<file path="config.mk">
export PLATFORM = sky130hd
export DESIGN_NAME = escape_sequence_to_utf8_decoder_core_flat
export DESIGN_NICKNAME = d
export VERILOG_FILES = /design/src/sv/esu8_pkg.sv /design/src/sv/esu8_if.sv /design/src/sv/escape_sequence_to_utf8_decoder_core.sv /design/src/sv/esu8_step.sv /design/src/flat_wrapper.sv
export SDC_FILE = /design/constraint.sdc
export NUM_CORES = 1
export LEC_CHECK = 0
export BUFFER_PORTS_ARGS = -buffer_cell sky130_fd_sc_hd__buf_2
export CAP_MARGIN = 20
export CORE_UTILIZATION = 40
export DETAILED_ROUTE_END_ITERATION = 7
export PLACE_DENSITY_LB_ADDON = 0.15
export SYNTH_ARGS = -nofsm -noshare
export SYNTH_HDL_FRONTEND = slang
export SYNTH_SLANG_ARGS = --single-unit
</file>
<file path="constraint.sdc">
create_clock -name clk -period 3.7 [get_ports clk]
set_input_delay 0.74 -clock clk [delete_from_list [all_inputs] [get_ports clk]]
set_output_delay 0.74 -clock clk [all_outputs]
set_load 0.05 [all_outputs]
</file>
<file path="src/sv/esu8_pkg.sv">
// Package with shared types, character codes and the UTF-8 encoder of the escape decoder.
`default_nettype none
package esu8_pkg;

	// Width of the digit run accumulator.
	localparam int VALUE_WIDTH = 32;

	// Number of bytes one input byte can cause at most.
	localparam int MAX_OUT = 5;
	localparam int LEN_W   = 3;

	// Character codes.
	localparam logic [7:0] CH_BACKSLASH = 8'h5C;
	localparam logic [7:0] CH_ZERO      = 8'h30;
	localparam logic [7:0] CH_SEVEN     = 8'h37;
	localparam logic [7:0] CH_NINE      = 8'h39;
	localparam logic [7:0] CH_LOWER_A   = 8'h61;
	localparam logic [7:0] CH_LOWER_B   = 8'h62;
	localparam logic [7:0] CH_LOWER_F   = 8'h66;
	localparam logic [7:0] CH_LOWER_N   = 8'h6E;
	localparam logic [7:0] CH_LOWER_R   = 8'h72;
	localparam logic [7:0] CH_LOWER_T   = 8'h74;
	localparam logic [7:0] CH_LOWER_U   = 8'h75;
	localparam logic [7:0] CH_LOWER_V   = 8'h76;
	localparam logic [7:0] CH_LOWER_X   = 8'h78;
	localparam logic [7:0] CH_UPPER_A   = 8'h41;
	localparam logic [7:0] CH_UPPER_F   = 8'h46;
	localparam logic [7:0] CH_UPPER_U   = 8'h55;

	// Control codes of the single-letter escapes.
	localparam logic [7:0] CC_BEL = 8'h07;
	localparam logic [7:0] CC_BS  = 8'h08;
	localparam logic [7:0] CC_FF  = 8'h0C;
	localparam logic [7:0] CC_LF  = 8'h0A;
	localparam logic [7:0] CC_CR  = 8'h0D;
	localparam logic [7:0] CC_HT  = 8'h09;
	localparam logic [7:0] CC_VT  = 8'h0B;

	// Replacement character U+FFFD in UTF-8.
	localparam logic [7:0] REPL_0 = 8'hEF;
	localparam logic [7:0] REPL_1 = 8'hBF;
	localparam logic [7:0] REPL_2 = 8'hBD;

	typedef enum logic [1:0] {
		MODE_PLAIN = 2'd0,
		MODE_ESC   = 2'd1,
		MODE_HEX   = 2'd2,
		MODE_OCT   = 2'd3
	} mode_t;

	// Decoder state carried from one byte to the next.
	typedef struct packed {
		mode_t                  mode;
		logic [VALUE_WIDTH-1:0] acc;
		logic                   seen;
		logic                   ovf;
		logic [7:0]             letter;
	} dec_state_t;

	// All result bytes caused by one input byte, first byte at index 0.
	typedef struct packed {
		logic [MAX_OUT-1:0][7:0] bytes;
		logic [MAX_OUT-1:0]      big;
		logic [LEN_W-1:0]        len;
		logic                    done;
	} out_bundle_t;

	// One encoded code point.
	typedef struct packed {
		logic [3:0][7:0] bytes;
		logic [LEN_W-1:0] len;
		logic             big;
	} enc_t;

	// Encodes a run value as UTF-8; an overflowed run gives a lone backslash.
	function automatic enc_t utf8_encode(input logic [31:0] v, input logic ovf);
		enc_t e;
		e       = '0;
		if (ovf) begin
			e.bytes[0] = CH_BACKSLASH;
			e.len      = 3'd1;
		end else if (v[31:21] != '0) begin
			e.bytes[0] = REPL_0;
			e.bytes[1] = REPL_1;
			e.bytes[2] = REPL_2;
			e.len      = 3'd3;
			e.big      = 1'b1;
		end else if (v[31:7] == '0) begin
			e.bytes[0] = {1'b0, v[6:0]};
			e.len      = 3'd1;
		end else if (v[31:11] == '0) begin
			e.bytes[0] = {3'b110, v[10:6]};
			e.bytes[1] = {2'b10, v[5:0]};
			e.len      = 3'd2;
		end else if (v[31:16] == '0) begin
			e.bytes[0] = {4'b1110, v[15:12]};
			e.bytes[1] = {2'b10, v[11:6]};
			e.bytes[2] = {2'b10, v[5:0]};
			e.len      = 3'd3;
		end else begin
			e.bytes[0] = {5'b11110, v[20:18]};
			e.bytes[1] = {2'b10, v[17:12]};
			e.bytes[2] = {2'b10, v[11:6]};
			e.bytes[3] = {2'b10, v[5:0]};
			e.len      = 3'd4;
		end
		return e;
	endfunction

endpackage
`default_nettype wire

</file>
<file path="src/sv/esu8_if.sv">
// Stream interfaces for raw input bytes and decoded UTF-8 bytes.
`default_nettype none
interface esu8_raw_if;
	logic       valid;
	logic       ready;
	logic [7:0] in_byte;
	logic       end_of_text;

	modport source (output valid, in_byte, end_of_text, input ready);
	modport sink (input valid, in_byte, end_of_text, output ready);
endinterface

interface esu8_utf8_if;
	logic       valid;
	logic       ready;
	logic [7:0] out_byte;
	logic       run_last;
	logic       text_done;
	logic       code_too_large;

	modport source (output valid, out_byte, run_last, text_done, code_too_large, input ready);
	modport sink (input valid, out_byte, run_last, text_done, code_too_large, output ready);
endinterface
`default_nettype wire

</file>
<file path="src/sv/escape_sequence_to_utf8_decoder_core.sv">
// Top level of the C escape sequence to UTF-8 decoder.
//
// The raw channel takes one byte of text per transaction, with end_of_text
// marking the last byte of a string. The utf8 channel gives the decoded
// bytes, one per transaction; run_last marks the last byte caused by an
// input byte, text_done the final byte of a string, and code_too_large the
// three replacement bytes that stand for a value above 0x1FFFFF.
// An accepted byte is decoded in the cycle of its transaction and its
// results appear in the output buffer from the next cycle. An input byte
// causes 0 to 5 results and holds the buffer until the last of them
// leaves; a new byte is taken in the cycle the last of them leaves, so
// while the receiver is ready plain text flows at one byte per cycle and
// only multi-byte escapes hold the input back. A byte that causes nothing
// (a backslash or a digit inside a run) leaves the buffer empty.
// Reset puts the decoder in plain text mode and empties the output buffer.
// When the receiver stalls, the buffered bytes hold and the input is not
// taken until the buffer can be refilled.
`default_nettype none
module escape_sequence_to_utf8_decoder_core (
	input  wire logic          clk,
	input  wire logic          arst_n,
	esu8_raw_if.sink           raw,
	esu8_utf8_if.source        utf8
);

	esu8_pkg::dec_state_t  state_q;
	esu8_pkg::dec_state_t  state_nxt;
	esu8_pkg::out_bundle_t bundle;

	logic [esu8_pkg::MAX_OUT-1:0][7:0] bytes_s1;
	logic [esu8_pkg::MAX_OUT-1:0]      big_s1;
	logic                              done_s1;
	logic [esu8_pkg::LEN_W-1:0]        rem_q;

	logic last_out;
	logic in_fire;
	logic out_fire;

	esu8_step u_step (
		.cur         (state_q),
		.in_byte     (raw.in_byte),
		.end_of_text (raw.end_of_text),
		.nxt         (state_nxt),
		.bundle      (bundle)
	);

	// Handshakes: refill the buffer when it is empty or its last byte leaves now.
	always_comb begin
		last_out  = (rem_q == esu8_pkg::LEN_W'(1));
		utf8.valid = (rem_q != '0);
		out_fire  = utf8.valid && utf8.ready;
		raw.ready = (rem_q == '0) || (last_out && utf8.ready);
		in_fire   = raw.valid && raw.ready;
	end

	// Output fields come from the head of the buffer.
	always_comb begin
		utf8.out_byte       = bytes_s1[0];
		utf8.code_too_large = big_s1[0];
		utf8.run_last       = last_out;
		utf8.text_done      = last_out && done_s1;
	end

	// Decoder state and buffer fill count.
	always_ff @(posedge clk or negedge arst_n) begin
		if (!arst_n) begin
			state_q <= '{mode: esu8_pkg::MODE_PLAIN, default: '0};
			rem_q   <= '0;
		end else begin
			if (in_fire) begin
				state_q <= state_nxt;
				rem_q   <= bundle.len;
			end else if (out_fire) begin
				rem_q   <= rem_q - esu8_pkg::LEN_W'(1);
			end
		end
	end

	// Buffer payload: load on a new transaction, shift as bytes leave.
	always_ff @(posedge clk) begin
		if (in_fire) begin
			bytes_s1 <= bundle.bytes;
			big_s1   <= bundle.big;
			done_s1  <= bundle.done;
		end else if (out_fire) begin
			bytes_s1 <= {8'h00, bytes_s1[esu8_pkg::MAX_OUT-1:1]};
			big_s1   <= {1'b0, big_s1[esu8_pkg::MAX_OUT-1:1]};
		end
	end

endmodule
`default_nettype wire

</file>
<file path="src/sv/esu8_step.sv">
// Combinational decode of one input byte: next state and the bytes it causes.
`default_nettype none
module esu8_step (
	input  wire esu8_pkg::dec_state_t  cur,
	input  wire logic [7:0]            in_byte,
	input  wire logic                  end_of_text,
	output esu8_pkg::dec_state_t       nxt,
	output esu8_pkg::out_bundle_t      bundle
);

	localparam int VW = esu8_pkg::VALUE_WIDTH;

	logic          is_hex_digit;
	logic          is_oct_digit;
	logic [3:0]    digit;
	logic          hex_mode;
	logic [VW-1:0] acc_add;
	logic          ovf_add;
	logic          run_en;
	logic [31:0]   run_v;
	logic          run_ovf;
	logic          tail_en;
	logic [7:0]    tail_b;
	esu8_pkg::enc_t enc;
	logic [esu8_pkg::LEN_W-1:0] run_len;

	// Digit classification of the incoming byte.
	always_comb begin
		is_oct_digit = (in_byte >= esu8_pkg::CH_ZERO) && (in_byte <= esu8_pkg::CH_SEVEN);
		is_hex_digit = 1'b0;
		digit        = '0;
		if ((in_byte >= esu8_pkg::CH_ZERO) && (in_byte <= esu8_pkg::CH_NINE)) begin
			is_hex_digit = 1'b1;
			digit        = 4'(in_byte - esu8_pkg::CH_ZERO);
		end else if ((in_byte >= esu8_pkg::CH_LOWER_A) && (in_byte <= esu8_pkg::CH_LOWER_F)) begin
			is_hex_digit = 1'b1;
			digit        = 4'(in_byte - esu8_pkg::CH_LOWER_A + 8'd10);
		end else if ((in_byte >= esu8_pkg::CH_UPPER_A) && (in_byte <= esu8_pkg::CH_UPPER_F)) begin
			is_hex_digit = 1'b1;
			digit        = 4'(in_byte - esu8_pkg::CH_UPPER_A + 8'd10);
		end
	end

	// Accumulator update for one more digit; on overflow the value holds.
	always_comb begin
		hex_mode = (cur.mode == esu8_pkg::MODE_HEX);
		if (hex_mode) begin
			ovf_add = cur.ovf || (cur.acc[VW-1 -: 4] != '0);
			acc_add = (cur.acc[VW-1 -: 4] != '0) ? cur.acc : {cur.acc[VW-5:0], digit};
		end else begin
			ovf_add = cur.ovf || (cur.acc[VW-1 -: 3] != '0);
			acc_add = (cur.acc[VW-1 -: 3] != '0) ? cur.acc : {cur.acc[VW-4:0], digit[2:0]};
		end
	end

	// Mode handling: decide the code to encode, the pass-through byte and the next state.
	always_comb begin
		nxt     = cur;
		run_en  = 1'b0;
		run_v   = '0;
		run_ovf = 1'b0;
		tail_en = 1'b0;
		tail_b  = in_byte;
		case (cur.mode)
			esu8_pkg::MODE_PLAIN: begin
				if ((in_byte == esu8_pkg::CH_BACKSLASH) && !end_of_text) begin
					nxt.mode = esu8_pkg::MODE_ESC;
				end else begin
					tail_en = 1'b1;
				end
			end
			esu8_pkg::MODE_ESC: begin
				nxt        = '0;
				nxt.mode   = esu8_pkg::MODE_PLAIN;
				run_en     = 1'b1;
				case (in_byte)
					esu8_pkg::CH_LOWER_A: run_v = {24'd0, esu8_pkg::CC_BEL};
					esu8_pkg::CH_LOWER_B: run_v = {24'd0, esu8_pkg::CC_BS};
					esu8_pkg::CH_LOWER_F: run_v = {24'd0, esu8_pkg::CC_FF};
					esu8_pkg::CH_LOWER_N: run_v = {24'd0, esu8_pkg::CC_LF};
					esu8_pkg::CH_LOWER_R: run_v = {24'd0, esu8_pkg::CC_CR};
					esu8_pkg::CH_LOWER_T: run_v = {24'd0, esu8_pkg::CC_HT};
					esu8_pkg::CH_LOWER_V: run_v = {24'd0, esu8_pkg::CC_VT};
					esu8_pkg::CH_LOWER_X, esu8_pkg::CH_LOWER_U, esu8_pkg::CH_UPPER_U: begin
						// A hex run starts; at the end of the text the letter stands alone.
						run_v = {24'd0, in_byte};
						if (!end_of_text) begin
							run_en     = 1'b0;
							nxt.mode   = esu8_pkg::MODE_HEX;
							nxt.letter = in_byte;
						end
					end
					default: begin
						if (is_oct_digit) begin
							// An octal run starts with this digit as its value.
							run_v = {29'd0, digit[2:0]};
							if (!end_of_text) begin
								run_en     = 1'b0;
								nxt.mode   = esu8_pkg::MODE_OCT;
								nxt.acc    = VW'(digit[2:0]);
								nxt.seen   = 1'b1;
								nxt.letter = in_byte;
							end
						end else begin
							run_v = {24'd0, in_byte};
						end
					end
				endcase
			end
			default: begin
				// Inside a hex or octal run.
				if (hex_mode ? is_hex_digit : is_oct_digit) begin
					nxt.acc  = acc_add;
					nxt.ovf  = ovf_add;
					nxt.seen = 1'b1;
					if (end_of_text) begin
						run_en  = 1'b1;
						run_v   = 32'(acc_add);
						run_ovf = ovf_add;
					end
				end else begin
					// The run ends here; the byte is then handled as in plain text, so a backslash starts a new escape.
					run_en  = 1'b1;
					run_v   = cur.seen ? 32'(cur.acc) : {24'd0, cur.letter};
					run_ovf = cur.ovf;
					nxt     = '0;
					nxt.mode = esu8_pkg::MODE_PLAIN;
					if ((in_byte == esu8_pkg::CH_BACKSLASH) && !end_of_text) begin
						nxt.mode = esu8_pkg::MODE_ESC;
					end else begin
						tail_en = 1'b1;
					end
				end
			end
		endcase
		if (end_of_text) begin
			nxt      = '0;
			nxt.mode = esu8_pkg::MODE_PLAIN;
		end
	end

	// Assemble the encoded run bytes followed by the pass-through byte.
	always_comb begin
		enc     = esu8_pkg::utf8_encode(run_v, run_ovf);
		run_len = run_en ? enc.len : '0;
		bundle  = '0;
		for (int i = 0; i < esu8_pkg::MAX_OUT; i++) begin
			if (i < 4 && esu8_pkg::LEN_W'(i) < run_len) begin
				bundle.bytes[i] = enc.bytes[i[1:0]];
				bundle.big[i]   = enc.big;
			end else begin
				bundle.bytes[i] = tail_b;
				bundle.big[i]   = 1'b0;
			end
		end
		bundle.len  = run_len + esu8_pkg::LEN_W'(tail_en);
		bundle.done = end_of_text;
	end

endmodule
`default_nettype wire
</file>
<file path="src/flat_wrapper.sv">
// flat-port wrapper written by rule: the top's interface ports become plain ports
module escape_sequence_to_utf8_decoder_core_flat 
  (clk, arst_n, raw_valid, raw_in_byte, raw_end_of_text, raw_ready, utf8_valid, utf8_out_byte, utf8_run_last, utf8_text_done, utf8_code_too_large, utf8_ready);
  esu8_raw_if raw_i ();
  esu8_utf8_if utf8_i ();
  input  wire logic clk;
  input  wire logic arst_n;
  input wire logic [$bits(raw_i.valid)-1:0] raw_valid;
  input wire logic [$bits(raw_i.in_byte)-1:0] raw_in_byte;
  input wire logic [$bits(raw_i.end_of_text)-1:0] raw_end_of_text;
  output wire logic [$bits(raw_i.ready)-1:0] raw_ready;
  output wire logic [$bits(utf8_i.valid)-1:0] utf8_valid;
  output wire logic [$bits(utf8_i.out_byte)-1:0] utf8_out_byte;
  output wire logic [$bits(utf8_i.run_last)-1:0] utf8_run_last;
  output wire logic [$bits(utf8_i.text_done)-1:0] utf8_text_done;
  output wire logic [$bits(utf8_i.code_too_large)-1:0] utf8_code_too_large;
  input wire logic [$bits(utf8_i.ready)-1:0] utf8_ready;
  assign raw_i.valid = raw_valid;
  assign raw_i.in_byte = raw_in_byte;
  assign raw_i.end_of_text = raw_end_of_text;
  assign raw_ready = raw_i.ready;
  assign utf8_valid = utf8_i.valid;
  assign utf8_out_byte = utf8_i.out_byte;
  assign utf8_run_last = utf8_i.run_last;
  assign utf8_text_done = utf8_i.text_done;
  assign utf8_code_too_large = utf8_i.code_too_large;
  assign utf8_i.ready = utf8_ready;
  escape_sequence_to_utf8_decoder_core u_core (.clk(clk), .arst_n(arst_n), .raw(raw_i), .utf8(utf8_i));
endmodule
</file>
==> reports/qor.yml <==
hpwl_um: 16400
final_cell_mix: "buf_4 (98), nand2_1 (81), nor2_1 (58)"
vias_per_cell: 6.19
grt_pass1_wl_um: 35500
n_antenna_cell: 0
min_path_type: "in -> async"
synth_top_cell_by_area: "edfxtp_1"
htree_levels: 3
num_io_pins: 26
fin_tns_setup_ns: 0
synth_cell_types: 95
routed_wl_um: 22300
fin_nets: 848
final_common_cell: "buf_4"
worstPathArrival_ns: 3.53
place.gp.congestion: 0.919
synthArstFlopShare_pct: 51.1
cts_root_buf: "clkbuf_16"
p_per_area_mw_per_mm2: 502
num_rows: 47
setup_viol: 0
synthTopCellsByArea: "edfxtp_1 (20%), dfrtp_1 (17%), nand2_1 (4.6%)"
overflow: 0
fp.coreArea_mm2: 0.0165
drv_slew: 0
path_clk_slew_ns: 0.07
cts_hold_buf: 0
clock-sinks: 92
rsz0062_at_grt: "no"
yosysWarnings: 0
status: "completed"
cts_tree: "built"
drt-initial-drc-count: 614
numCtsBuffers: 9
netlist_area_mm2: 0.00676
ir_drop_mv: 0.263
syn_avg_cell_area_um2: 8.89
ys_seq_area_share_pct: 37.4
synth.top_cell.area_share_pct: 20.0
netlist_instances: 760
cp-end-kind: "flop"
syn2layout_area_growth_pct: 18.1
synth_edf_count: 45
dp.cells: 1031
grt_pass1_vias: 6399
ys.flop_type: "dfrtp_1"
dieWidth_um: 132
critPathMaxFanout: 12
synth_seq_cells: 92
detail_route.wl_per_cell_um: 21.2
max_freq_ghz: 0.290
clk_path_buf_depth: 2
synth_fp_nets: 783
hold_violations: 0
max_cap_violations: 0
crit_path_start_kind: "flop"
crit_type: "reg -> reg"
drive_above_1_share_pct: 22.5
fin_cells: 1050
worstPathRequired_ns: 3.79
numPortBuffers: 25
die-area_mm2: 0.0174
p_leak_nw: 3.33
die-height_um: 132
initial_core_util_pct: 40.9
drc: 0
dr.pass1.iters: 5
period_share_pct: 93.0
clk_latency_ns: 0.36
worst_pin_slew_ns: 0.875
skew_ns: 0.0111
vias: 6496
period_needed_ns: 3.44
grt_use_total_pct: 26.3
grt_max_degree: 48
ant_nets: 0
relSlewSlack_pct: 41.6
antenna_found_initial: 0
-- worst paths after layout --
path	startpoint	endpoint	cells past startpoint	slack, ns
hold reg to reg	u_core.state_q[3]	u_core.state_q[3]	2	0.48
max in group asynchronous	arst_n	u_core.state_q[42]	2	2.83
setup / recovery	u_core.state_q[38]	u_core.bytes_s1[18]	12	0.26
min in group clk	u_core.state_q[3]	u_core.state_q[3]	2	0.48
setup reg to reg	u_core.state_q[38]	u_core.bytes_s1[18]	12	0.26
hold / removal	arst_n	u_core.state_q[4]	1	0.34
-- metal layers --
layer | share of wire, % | vias to the layer above | track usage [%]
li1 | - | 2998 | -
met1 | 45 | 3170 | 36.1
met2 | 46 | 275 | 40.5
met3 | 6.3 | 53 | 4.38
met4 | 3.0 | 0 | 11.8
met5 | 0 | - | 0
-- critical path, cell delays in order, from the launching register on --
cell and delay [ns]:
dfrtp_1 0.41, buf_4 0.19, or4b_1 0.51, o21ai_1 0.17, a21boi_0 0.15, nor4b_2 0.29
a21oi_1 0.15, buf_4 0.16, o31ai_4 0.27, buf_4 0.23, nand3_1 0.17, nor2_2 0.31
a211oi_1 0.14
-- kinds of logic (layout without fill, tap and decap cells) --
logic type | count (synthesis) | in the layout | synth area share (%)
and+or+nand+nor | 256 | 256 | 19.9
other | 1 | 1 | 0.0555
adders and majority gates | 10 | 10 | 1.85
DFF | 92 | 92 | 37.4
AOI/OAI and AO/OA | 268 | 268 | 27.8
xor gates and xnor gates | 1 | 1 | 0.130
muxes | 39 | 39 | 6.17
buffers and inverters | 93 | 163 | 6.61
-- report_power, final --
| group | internal (mW) | leakage, nW | switching, mW |
|---|---|---|---|
| Clock | 0.590 | 0.151 | 0.428 |
| Sequential | 1.38 | 1.09 | 0.146 |
| Combinational | 0.525 | 2.09 | 0.939 |
-- stage by stage --
stage	cell area, um2	util [%]	hold WS (ns)	setup slack (ns)	power, mW
final	7980	48.3	0.336	0.257	4.01
after global routing	7980	48.3	0.366	0.00971	4.20
after CTS	7940	48.0	0.478	0.186	4.00
after detailed placement	7620	46.1	0.463	-0.174	2.99
after global placement	7620	46.1	0.461	-0.0664	2.97
after floorplan	6860	-	0.438	-0.0395	2.54
-- synthesized netlist by cell type (8+ instances only) --
library cell  number
dfrtp_1           47
buf_2             15
nor3_1            22
ha_1              10
nand3_1           23
clkbuf_1          35
buf_4             13
edfxtp_1          45
a211oi_1          15
nand2_1           82
inv_1             21
o31ai_1            8
mux2i_1           30
a31oi_1            9
o21ai_0           53
nor2_1            58
a21oi_1           54
o221ai_1           8
o22ai_1           22
a22o_1            11
-- registers in the layout (all words and copies together), names as in the netlist --
signal,cells
u_core.big_s1,4
u_core.bytes_s1,32
u_core.done_s1,1
u_core.rem_q,3
u_core.state_q,44
u_core.utf8.out_byte,8
-- timing repair --
action | CTS | global route
buffers inserted | 0 | 2
setup endpoints to repair | 0 | 3
endpoints found under the hold margin | 0 | 0
gates resized for setup | 0 | 3
-- layout make-up --
cell class	count	area [um2]
Multi-Input combinational cell	575	3870
Inverter	22	90.1
Clock inverter	7	90.1
Clock buffer	9	225
Tap cell	220	275
Fill cell	1584	8540
Sequential cell	92	2530
Timing Repair Buffer	125	901
Note: power is estimated with default switching activity, not from simulation.
